**src/bsm_pkg.sv**
```systemverilog
// ----------------------------------------------------------------------------
// bsm_pkg: shared types and constants
// Opcode characters, status codes, op decode and controller/datapath commands.
// ----------------------------------------------------------------------------
`default_nettype none

package bsm_pkg;

  // character codes
  localparam logic [7:0] CH_NUL    = 8'h00;
  localparam logic [7:0] CH_SPACE  = 8'h20;
  localparam logic [7:0] CH_NOT    = 8'h21;
  localparam logic [7:0] CH_QUOTE  = 8'h22;
  localparam logic [7:0] CH_BRIDGE = 8'h23;
  localparam logic [7:0] CH_DROP   = 8'h24;
  localparam logic [7:0] CH_MOD    = 8'h25;
  localparam logic [7:0] CH_INI    = 8'h26;
  localparam logic [7:0] CH_MUL    = 8'h2A;
  localparam logic [7:0] CH_ADD    = 8'h2B;
  localparam logic [7:0] CH_OUTC   = 8'h2C;
  localparam logic [7:0] CH_SUB    = 8'h2D;
  localparam logic [7:0] CH_OUTI   = 8'h2E;
  localparam logic [7:0] CH_DIV    = 8'h2F;
  localparam logic [7:0] CH_ZERO   = 8'h30;
  localparam logic [7:0] CH_NINE   = 8'h39;
  localparam logic [7:0] CH_DUP    = 8'h3A;
  localparam logic [7:0] CH_LEFT   = 8'h3C;
  localparam logic [7:0] CH_RIGHT  = 8'h3E;
  localparam logic [7:0] CH_RAND   = 8'h3F;
  localparam logic [7:0] CH_END    = 8'h40;
  localparam logic [7:0] CH_SWAP   = 8'h5C;
  localparam logic [7:0] CH_UP     = 8'h5E;
  localparam logic [7:0] CH_HBR    = 8'h5F;
  localparam logic [7:0] CH_GT     = 8'h60;
  localparam logic [7:0] CH_GET    = 8'h67;
  localparam logic [7:0] CH_PUT    = 8'h70;
  localparam logic [7:0] CH_DOWN   = 8'h76;
  localparam logic [7:0] CH_VBR    = 8'h7C;
  localparam logic [7:0] CH_INC    = 8'h7E;

  // result status
  localparam logic [2:0] ST_CONT = 3'd0;
  localparam logic [2:0] ST_END  = 3'd1;
  localparam logic [2:0] ST_BAD  = 3'd2;
  localparam logic [2:0] ST_PUT  = 3'd3;
  localparam logic [2:0] ST_OVF  = 3'd4;

  // output kind
  localparam logic [1:0] KIND_NONE = 2'd0;
  localparam logic [1:0] KIND_INT  = 2'd1;
  localparam logic [1:0] KIND_CHAR = 2'd2;

  // heading
  localparam logic [1:0] HD_RIGHT = 2'd0;
  localparam logic [1:0] HD_LEFT  = 2'd1;
  localparam logic [1:0] HD_UP    = 2'd2;
  localparam logic [1:0] HD_DOWN  = 2'd3;

  // configuration register indexes
  localparam logic [1:0] CFG_WIDTH  = 2'd0;
  localparam logic [1:0] CFG_HEIGHT = 2'd1;
  localparam logic [1:0] CFG_LIMIT  = 2'd2;

  localparam logic [11:0] DIM_MAX     = 12'd2048;
  localparam logic [11:0] WIDTH_RST   = 12'd80;
  localparam logic [11:0] HEIGHT_RST  = 12'd25;
  localparam logic [10:0] LIMIT_RST   = 11'd1024;

  typedef enum logic [4:0] {
    OP_NOP, OP_ADD, OP_SUB, OP_MUL, OP_DIV, OP_MOD, OP_NOT, OP_GT,
    OP_DIR, OP_RAND, OP_HBR, OP_VBR, OP_QUOTE, OP_QEND, OP_PUSHC,
    OP_DUP, OP_SWAP, OP_DROP, OP_OUTI, OP_OUTC, OP_BRIDGE, OP_GET,
    OP_PUT, OP_INI, OP_INC, OP_END, OP_DIGIT, OP_BAD
  } op_e;

  typedef struct packed {
    op_e        op;
    logic [1:0] npop;
    logic [1:0] npush;
  } op_info_t;

  typedef enum logic [4:0] {
    CMD_NOP, CMD_ACCEPT, CMD_CLR_WR, CMD_LD_ADDR, CMD_LD_WR, CMD_QUIET,
    CMD_FETCH_ADDR, CMD_FETCH_CAP, CMD_DECODE, CMD_POP_RD, CMD_POP_CAP,
    CMD_EXEC, CMD_MUL0, CMD_MUL1, CMD_MUL2, CMD_MUL3, CMD_DIV_START,
    CMD_DIV_CAP, CMD_GP_ADDR, CMD_G_CAP, CMD_P_WR, CMD_PUSH, CMD_FINISH
  } dp_cmd_e;

  typedef struct packed {
    dp_cmd_e    cmd;
    logic [1:0] idx;
  } dp_cmd_t;

  typedef struct packed {
    logic     clr_last;
    logic     func;
    logic     terminal;
    op_info_t info;
    logic     a_zero;
    logic     div_busy;
    logic     out_free;
  } dp_stat_t;

  function automatic op_info_t decode_op(logic [7:0] c, logic quote);
    op_info_t r;
    r.op    = OP_BAD;
    r.npop  = 2'd0;
    r.npush = 2'd0;
    if (quote) begin
      if (c == CH_QUOTE) begin
        r.op = OP_QEND;
      end else begin
        r.op = OP_PUSHC; r.npush = 2'd1;
      end
    end else begin
      case (c)
        CH_NUL, CH_SPACE: r.op = OP_NOP;
        CH_ADD:    begin r.op = OP_ADD;  r.npop = 2'd2; r.npush = 2'd1; end
        CH_SUB:    begin r.op = OP_SUB;  r.npop = 2'd2; r.npush = 2'd1; end
        CH_MUL:    begin r.op = OP_MUL;  r.npop = 2'd2; r.npush = 2'd1; end
        CH_DIV:    begin r.op = OP_DIV;  r.npop = 2'd2; r.npush = 2'd1; end
        CH_MOD:    begin r.op = OP_MOD;  r.npop = 2'd2; r.npush = 2'd1; end
        CH_NOT:    begin r.op = OP_NOT;  r.npop = 2'd1; r.npush = 2'd1; end
        CH_GT:     begin r.op = OP_GT;   r.npop = 2'd2; r.npush = 2'd1; end
        CH_RIGHT, CH_LEFT, CH_UP, CH_DOWN: r.op = OP_DIR;
        CH_RAND:   r.op = OP_RAND;
        CH_HBR:    begin r.op = OP_HBR;  r.npop = 2'd1; end
        CH_VBR:    begin r.op = OP_VBR;  r.npop = 2'd1; end
        CH_QUOTE:  r.op = OP_QUOTE;
        CH_DUP:    begin r.op = OP_DUP;  r.npop = 2'd1; r.npush = 2'd2; end
        CH_SWAP:   begin r.op = OP_SWAP; r.npop = 2'd2; r.npush = 2'd2; end
        CH_DROP:   begin r.op = OP_DROP; r.npop = 2'd1; end
        CH_OUTI:   begin r.op = OP_OUTI; r.npop = 2'd1; end
        CH_OUTC:   begin r.op = OP_OUTC; r.npop = 2'd1; end
        CH_BRIDGE: r.op = OP_BRIDGE;
        CH_GET:    begin r.op = OP_GET;  r.npop = 2'd2; r.npush = 2'd1; end
        CH_PUT:    begin r.op = OP_PUT;  r.npop = 2'd3; end
        CH_INI:    begin r.op = OP_INI;  r.npush = 2'd1; end
        CH_INC:    begin r.op = OP_INC;  r.npush = 2'd1; end
        CH_END:    r.op = OP_END;
        default: begin
          if (c >= CH_ZERO && c <= CH_NINE) begin
            r.op = OP_DIGIT; r.npush = 2'd1;
          end
        end
      endcase
    end
    return r;
  endfunction

endpackage

`default_nettype wire

```
**src/bsm_ctrl.sv**
```systemverilog
// ----------------------------------------------------------------------------
// bsm_ctrl: step sequencer
// Walks grid clear, load writes, fetch, pops, execute, multi-cycle units, pushes and result.
// ----------------------------------------------------------------------------
`default_nettype none

module bsm_ctrl
  import bsm_pkg::*;
(
  input  wire logic     clk_i,
  input  wire logic     rst_ni,
  input  wire logic     in_valid_i,
  output logic          in_ready_o,
  input  wire dp_stat_t stat_i,
  output dp_cmd_t       cmd_o
);

  typedef enum logic [25:0] {
    S_CLEAR = 26'd1 << 0,  S_IDLE  = 26'd1 << 1,  S_DISP  = 26'd1 << 2,
    S_LADDR = 26'd1 << 3,  S_LWR   = 26'd1 << 4,  S_QUIET = 26'd1 << 5,
    S_FADDR = 26'd1 << 6,  S_FRD   = 26'd1 << 7,  S_FCAP  = 26'd1 << 8,
    S_DEC   = 26'd1 << 9,  S_ROUTE = 26'd1 << 10, S_POP   = 26'd1 << 11,
    S_POPC  = 26'd1 << 12, S_EXEC  = 26'd1 << 13, S_MUL0  = 26'd1 << 14,
    S_MUL1  = 26'd1 << 15, S_MUL2  = 26'd1 << 16, S_MUL3  = 26'd1 << 17,
    S_DIVS  = 26'd1 << 18, S_DIVW  = 26'd1 << 19, S_GADR  = 26'd1 << 20,
    S_GRD   = 26'd1 << 21, S_GCAP  = 26'd1 << 22, S_PWR   = 26'd1 << 23,
    S_PUSH  = 26'd1 << 24, S_FIN   = 26'd1 << 25
  } state_e;

  state_e     state_q, state_d;
  logic [1:0] cnt_q, cnt_d;
  logic [2:0] cnt_inc;

  assign cnt_inc    = {1'b0, cnt_q} + 3'd1;
  assign in_ready_o = (state_q == S_IDLE);

  always_comb begin
    state_d   = state_q;
    cnt_d     = cnt_q;
    cmd_o.cmd = CMD_NOP;
    cmd_o.idx = cnt_q;
    case (state_q)
      S_CLEAR: begin
        cmd_o.cmd = CMD_CLR_WR;
        if (stat_i.clr_last) state_d = S_IDLE;
      end
      S_IDLE: begin
        if (in_valid_i) begin
          cmd_o.cmd = CMD_ACCEPT;
          state_d   = S_DISP;
        end
      end
      S_DISP: begin
        if (!stat_i.func) state_d = S_LADDR;
        else if (stat_i.terminal) state_d = S_QUIET;
        else state_d = S_FADDR;
      end
      S_LADDR: begin cmd_o.cmd = CMD_LD_ADDR; state_d = S_LWR; end
      S_LWR:   begin cmd_o.cmd = CMD_LD_WR;   state_d = S_QUIET; end
      S_QUIET: begin
        if (stat_i.out_free) begin
          cmd_o.cmd = CMD_QUIET;
          state_d   = S_IDLE;
        end
      end
      S_FADDR: begin cmd_o.cmd = CMD_FETCH_ADDR; state_d = S_FRD; end
      S_FRD:   state_d = S_FCAP;
      S_FCAP:  begin cmd_o.cmd = CMD_FETCH_CAP; state_d = S_DEC; end
      S_DEC:   begin cmd_o.cmd = CMD_DECODE; state_d = S_ROUTE; end
      S_ROUTE: begin
        cnt_d   = '0;
        state_d = (stat_i.info.npop != 2'd0) ? S_POP : S_EXEC;
      end
      S_POP:   begin cmd_o.cmd = CMD_POP_RD; state_d = S_POPC; end
      S_POPC: begin
        cmd_o.cmd = CMD_POP_CAP;
        if (cnt_inc < {1'b0, stat_i.info.npop}) begin
          cnt_d   = cnt_inc[1:0];
          state_d = S_POP;
        end else begin
          cnt_d   = '0;
          state_d = S_EXEC;
        end
      end
      S_EXEC: begin
        cmd_o.cmd = CMD_EXEC;
        cnt_d     = '0;
        case (stat_i.info.op)
          OP_MUL:         state_d = S_MUL0;
          OP_DIV, OP_MOD: state_d = stat_i.a_zero ? S_PUSH : S_DIVS;
          OP_GET, OP_PUT: state_d = S_GADR;
          default:        state_d = (stat_i.info.npush != 2'd0) ? S_PUSH : S_FIN;
        endcase
      end
      S_MUL0: begin cmd_o.cmd = CMD_MUL0; state_d = S_MUL1; end
      S_MUL1: begin cmd_o.cmd = CMD_MUL1; state_d = S_MUL2; end
      S_MUL2: begin cmd_o.cmd = CMD_MUL2; state_d = S_MUL3; end
      S_MUL3: begin cmd_o.cmd = CMD_MUL3; state_d = S_PUSH; end
      S_DIVS: begin cmd_o.cmd = CMD_DIV_START; state_d = S_DIVW; end
      S_DIVW: begin
        if (!stat_i.div_busy) begin
          cmd_o.cmd = CMD_DIV_CAP;
          state_d   = S_PUSH;
        end
      end
      S_GADR: begin
        cmd_o.cmd = CMD_GP_ADDR;
        state_d   = (stat_i.info.op == OP_GET) ? S_GRD : S_PWR;
      end
      S_GRD:  state_d = S_GCAP;
      S_GCAP: begin cmd_o.cmd = CMD_G_CAP; state_d = S_PUSH; end
      S_PWR:  begin cmd_o.cmd = CMD_P_WR;  state_d = S_FIN; end
      S_PUSH: begin
        cmd_o.cmd = CMD_PUSH;
        if (cnt_inc < {1'b0, stat_i.info.npush}) begin
          cnt_d = cnt_inc[1:0];
        end else begin
          state_d = S_FIN;
        end
      end
      S_FIN: begin
        if (stat_i.out_free) begin
          cmd_o.cmd = CMD_FINISH;
          state_d   = S_IDLE;
        end
      end
      default: state_d = S_IDLE;
    endcase
  end

  always_ff @(posedge clk_i or negedge rst_ni) begin
    if (!rst_ni) begin
      state_q <= S_CLEAR;
      cnt_q   <= '0;
    end else begin
      state_q <= state_d;
      cnt_q   <= cnt_d;
    end
  end

endmodule

`default_nettype wire

```
**config.mk**
```make
export PLATFORM = sky130hd
export DESIGN_NAME = bsm_ctrl
export DESIGN_NICKNAME = d
export VERILOG_FILES = /design/src/bsm_pkg.sv /design/src/bsm_ctrl.sv
export SDC_FILE = /design/constraint.sdc
export NUM_CORES = 1
export LEC_CHECK = 0
export BUFFER_PORTS_ARGS = -buffer_cell sky130_fd_sc_hd__buf_2
export CORE_MARGIN = 8
export CORE_UTILIZATION = 44
export CTS_CLUSTER_SIZE = 40
export DETAILED_ROUTE_END_ITERATION = 6
export GPL_ROUTABILITY_DRIVEN = 1
export PLACE_DENSITY = 0.71
export SYNTH_ARGS = -nofsm -noshare
export SYNTH_HDL_FRONTEND = slang
export SYNTH_SLANG_ARGS = --single-unit
export TNS_END_PERCENT = 30
```
**constraint.sdc**
```tcl
create_clock -name clk_i -period 7.9 [get_ports clk_i]
set_clock_uncertainty 0.1 [all_clocks]
set_input_delay 0.395 -clock clk_i [delete_from_list [all_inputs] [get_ports clk_i]]
set_output_delay 0.395 -clock clk_i [all_outputs]
set_load 0.01 [all_outputs]
```
==> key figures <==
STA
  – RSZ-0062 raised after global routing: no
  – Final hold violations: 0
  – TNS Setup: 0 ns
  – # setup viols final: 0
  – Hold Worst Slack: 0.04018 ns
  – Final Max Tran Viols: 0
  – Fmax: 0.2582 GHz
  – Period minus WS final: between 3 and 4 ns
  – Headroom to the max-slew limit: 0.4790
  – Slew @ Worst Pin: 0.7743 ns
  – Fin crit share: 0.4903

Die
  – FP Rows: 24
  – Io pins: 26
  – Die height: 83.37 um
  – Initial Util: 0.4586
  – Chip width: 83.37 um
  – Core area: 4354 um^2
  – Die area: 6950 um^2

CTS
  – Number of H-tree levels: 1
  – Sink Count: 28
  – Total CTS buffers: 3
  – Post-CTS setup repair buffer count: 0
  – Clock Tree Buf Depth: 2
  – Post-CTS Hold Fix Bufs: 0
  – Root Driver: clkbuf_8
  – CTS resizes: 0
  – Worst-skew pair later-pin latency: 0.28 ns
  – CTS clock-pin slew for the worst setup and hold paths: 0.09 ns
  – CTS tree: yes

Critical path
  – Setup crit end kind: output pin
  – Critical Path RT: 7.40 ns
  – Critical path arrival: 3.38 ns
  – CP startpoint kind: register
  – Critical R2R Launch: state_q[7]
  – Crit Path Max Fanout: 12
  – Crit path kind: reg2out
  – Critical Path Source: state_q[7]

Hold path
  – Hold Path Class: in2async

Synthesis
  – Post-synthesis mux area share: 0.005013
  – Syn Nets: 248
  – Yosys warns: 0
  – Seq/Total Area, Yosys: 0.3515
  – Post-synth EDFFs: 0
  – #FFs+latches synth: 28
  – Post-Synthesis Cells: 227
  – Compound-Gate Fraction of Synth Area: 0.1153
  – Netlist cell types: 60
  – Area share of fa/ha/maj cells after synthesis: 0.02632
  – Largest family of logic cells by synthesized area: simple AND/OR/NAND/NOR gates
  – Top_reg_cell synth: dfrtp_1
  – Post-synthesis async set-or-reset flop share: 1.000
  – Synthesized area: 1997 um^2
  – Average cell area after synthesis: 8.797 um^2
  – Simple-Gate Fraction of Synth Area: 0.4330
  – Xor and xnor fraction of the mapped netlist area: 0.03509

Route
  – DR iter-0 viols: about 160
  – Via density per instance: 6.414
  – Routed length per instance: 17.81 um
  – Met3 WL: about 320 um
  – DRC viols: 0
  – Pre-Repair DR Iteration Count: 5
  – Antenna viol nets, final: 0
  – Metal2 WL: 2.467 mm
  – Met1 wire length: roughly 2.5 mm
  – Uppermost routed layer: met4
  – Via count: roughly 1900
  – Routed WL: 5.378 mm

GRT
  – First-pass GRT wire length: 8.859 mm
  – Initial antenna violation count: 0
  – Vias in the first global route: about 1800
  – Largest net degree at the start of global routing: 29
  – Overall Global Routing Usage: 0.1512
  – Grt ovf: 0

Power
  – Static leakage: between 0.9 and 1 nW
  – P per Cell Area: 194.2 nW/um^2
  – Max VDD drop: 106.5 uV
  – Design Power: between 400 and 500 uW

Place
  – Post-Place Cells: a little under 300
  – Count of port buffers added during placement: 25
  – Final GP Congestion: 0.9060
  – Final HPWL DP: approximately 4.2 mm

Finish
  – Fill cells: 415
  – Area Overhead vs Synth: 9.900%
  – Non-Filler Instances: a little over 300
  – N_diodes: 0
  – Layout cell share with drive strength beyond 1: 0.1720
  – Nets@finish: 272

Flow run
  – Maxcap violations: 0

Run status
  – Status: complete, no violations
==> per-layer routing <==
metal	vias to the layer above	global-route usage
li1	921	-
met3	13	0.02051
met2	73	0.2447
met4	0	0.05431
met1	930	0.1988
met5	-	0
==> worst max-delay path: stages, from the launching register on <==
cell	delay, ns
dfrtp_1	0.45
nor4_1	0.71
nand4_1	0.62
nor4_1	0.77
and2_1	0.26
nor2_1	0.06
nand4_1	0.09
buf_2	0.14
==> cells by family (layout without fill, tap and decap cells) <==
group                      count (synthesis)  after routing
and+or+nand+nor                          141            141
AOI/OAI and AO/OA                         32             32
buffers and inverters                     14             37
xor gates and xnor gates                   8              8
muxes                                      1              1
DFF                                       28             28
adders and majority gates                  3              3
==> cell usage after synthesis, types with 2 or more instances <==
cell / count / area share
nand4b_1: 5 / 0.022
and4b_1: 3 / 0.015
nor4b_1: 4 / 0.018
o2111ai_1: 2 / 0.0088
and2_1: 2 / 0.0063
a21oi_1: 5 / 0.013
nand3_1: 5 / 0.013
nand3b_1: 5 / 0.019
xor2_1: 2 / 0.0088
nand2b_1: 7 / 0.022
o21ai_0: 6 / 0.015
fa_1: 2 / 0.020
dfrtp_1: 27 / 0.34
clkbuf_1: 3 / 0.0056
nand4_1: 9 / 0.028
a211o_1: 2 / 0.0088
nor2_1: 24 / 0.045
xnor2_1: 6 / 0.026
nor3_1: 17 / 0.043
or4_4: 3 / 0.017
nor4_1: 15 / 0.047
or2_2: 3 / 0.0094
nand2_1: 17 / 0.032
or3_1: 2 / 0.0063
buf_6: 2 / 0.011
nor2b_1: 2 / 0.0063
and3_1: 2 / 0.0063
o32ai_1: 2 / 0.0088
or4_1: 3 / 0.011
inv_1: 8 / 0.015
nor3b_1: 3 / 0.011
==> through the flow <==
stage,area (um^2),util,setup slack [ns]
after CTS,2195,0.5040,4.080
after floorplan,1997,-,4.891
after global placement,2150,0.4937,4.527
final,2195,0.5040,4.027
after detailed placement,2150,0.4937,4.375
after global routing,2195,0.5040,3.831
==> sequential cells by signal (all words and copies together), names as in the netlist <==
signal / cells
state_q: 26
cnt_q: 2
==> layout make-up <==
class	instances	area, um^2	share of cell area
repair buffers	25	125.1	0.05701
well taps	52	65.06	0.02965
clock buffers	4	45.04	0.02052
inverters	8	30.03	0.01368
multi-input cells	185	1227	0.5593
flip-flops and latches	28	701.9	0.3198
==> where the power goes <==
part	internal (mW)	switching, mW	total, mW
combinational	0.0627	0.120	0.182
sequential	0.151	0.0112	0.162
clock	0.0362	0.0455	0.0818
total	0.250	0.176	0.426
==> placed cells by master, fill, tap and decap left out, types with 4 or more instances in the layout <==
master / count
nand2b_1: 7
dfrtp_1: 27
o21ai_0: 6
nor3_1: 17
a21oi_1: 5
nand2_1: 17
nand3_1: 5
nor2_1: 24
inv_1: 8
nor4b_1: 4
xnor2_1: 6
buf_2: 25
nor4_1: 15
nand4_1: 9
nand3b_1: 5
nand4b_1: 5
==> worst paths after layout <==
| kind | endpoint | slack (ns) | depth (start not counted) |
|---|---|---|---|
| max in group asynchronous | state_q[24] | 7.24 | 1 |
| min in group clk_i | state_q[0] | 0.14 | 2 |
| max | cmd_o[2] | 4.03 | 7 |
| min | state_q[2] | 0.04 | 1 |
| max reg2reg | cnt_q[0] | 4.60 | 6 |
| min reg2reg | state_q[10] | 0.46 | 1 |
Power figures use the tool's default switching activity.
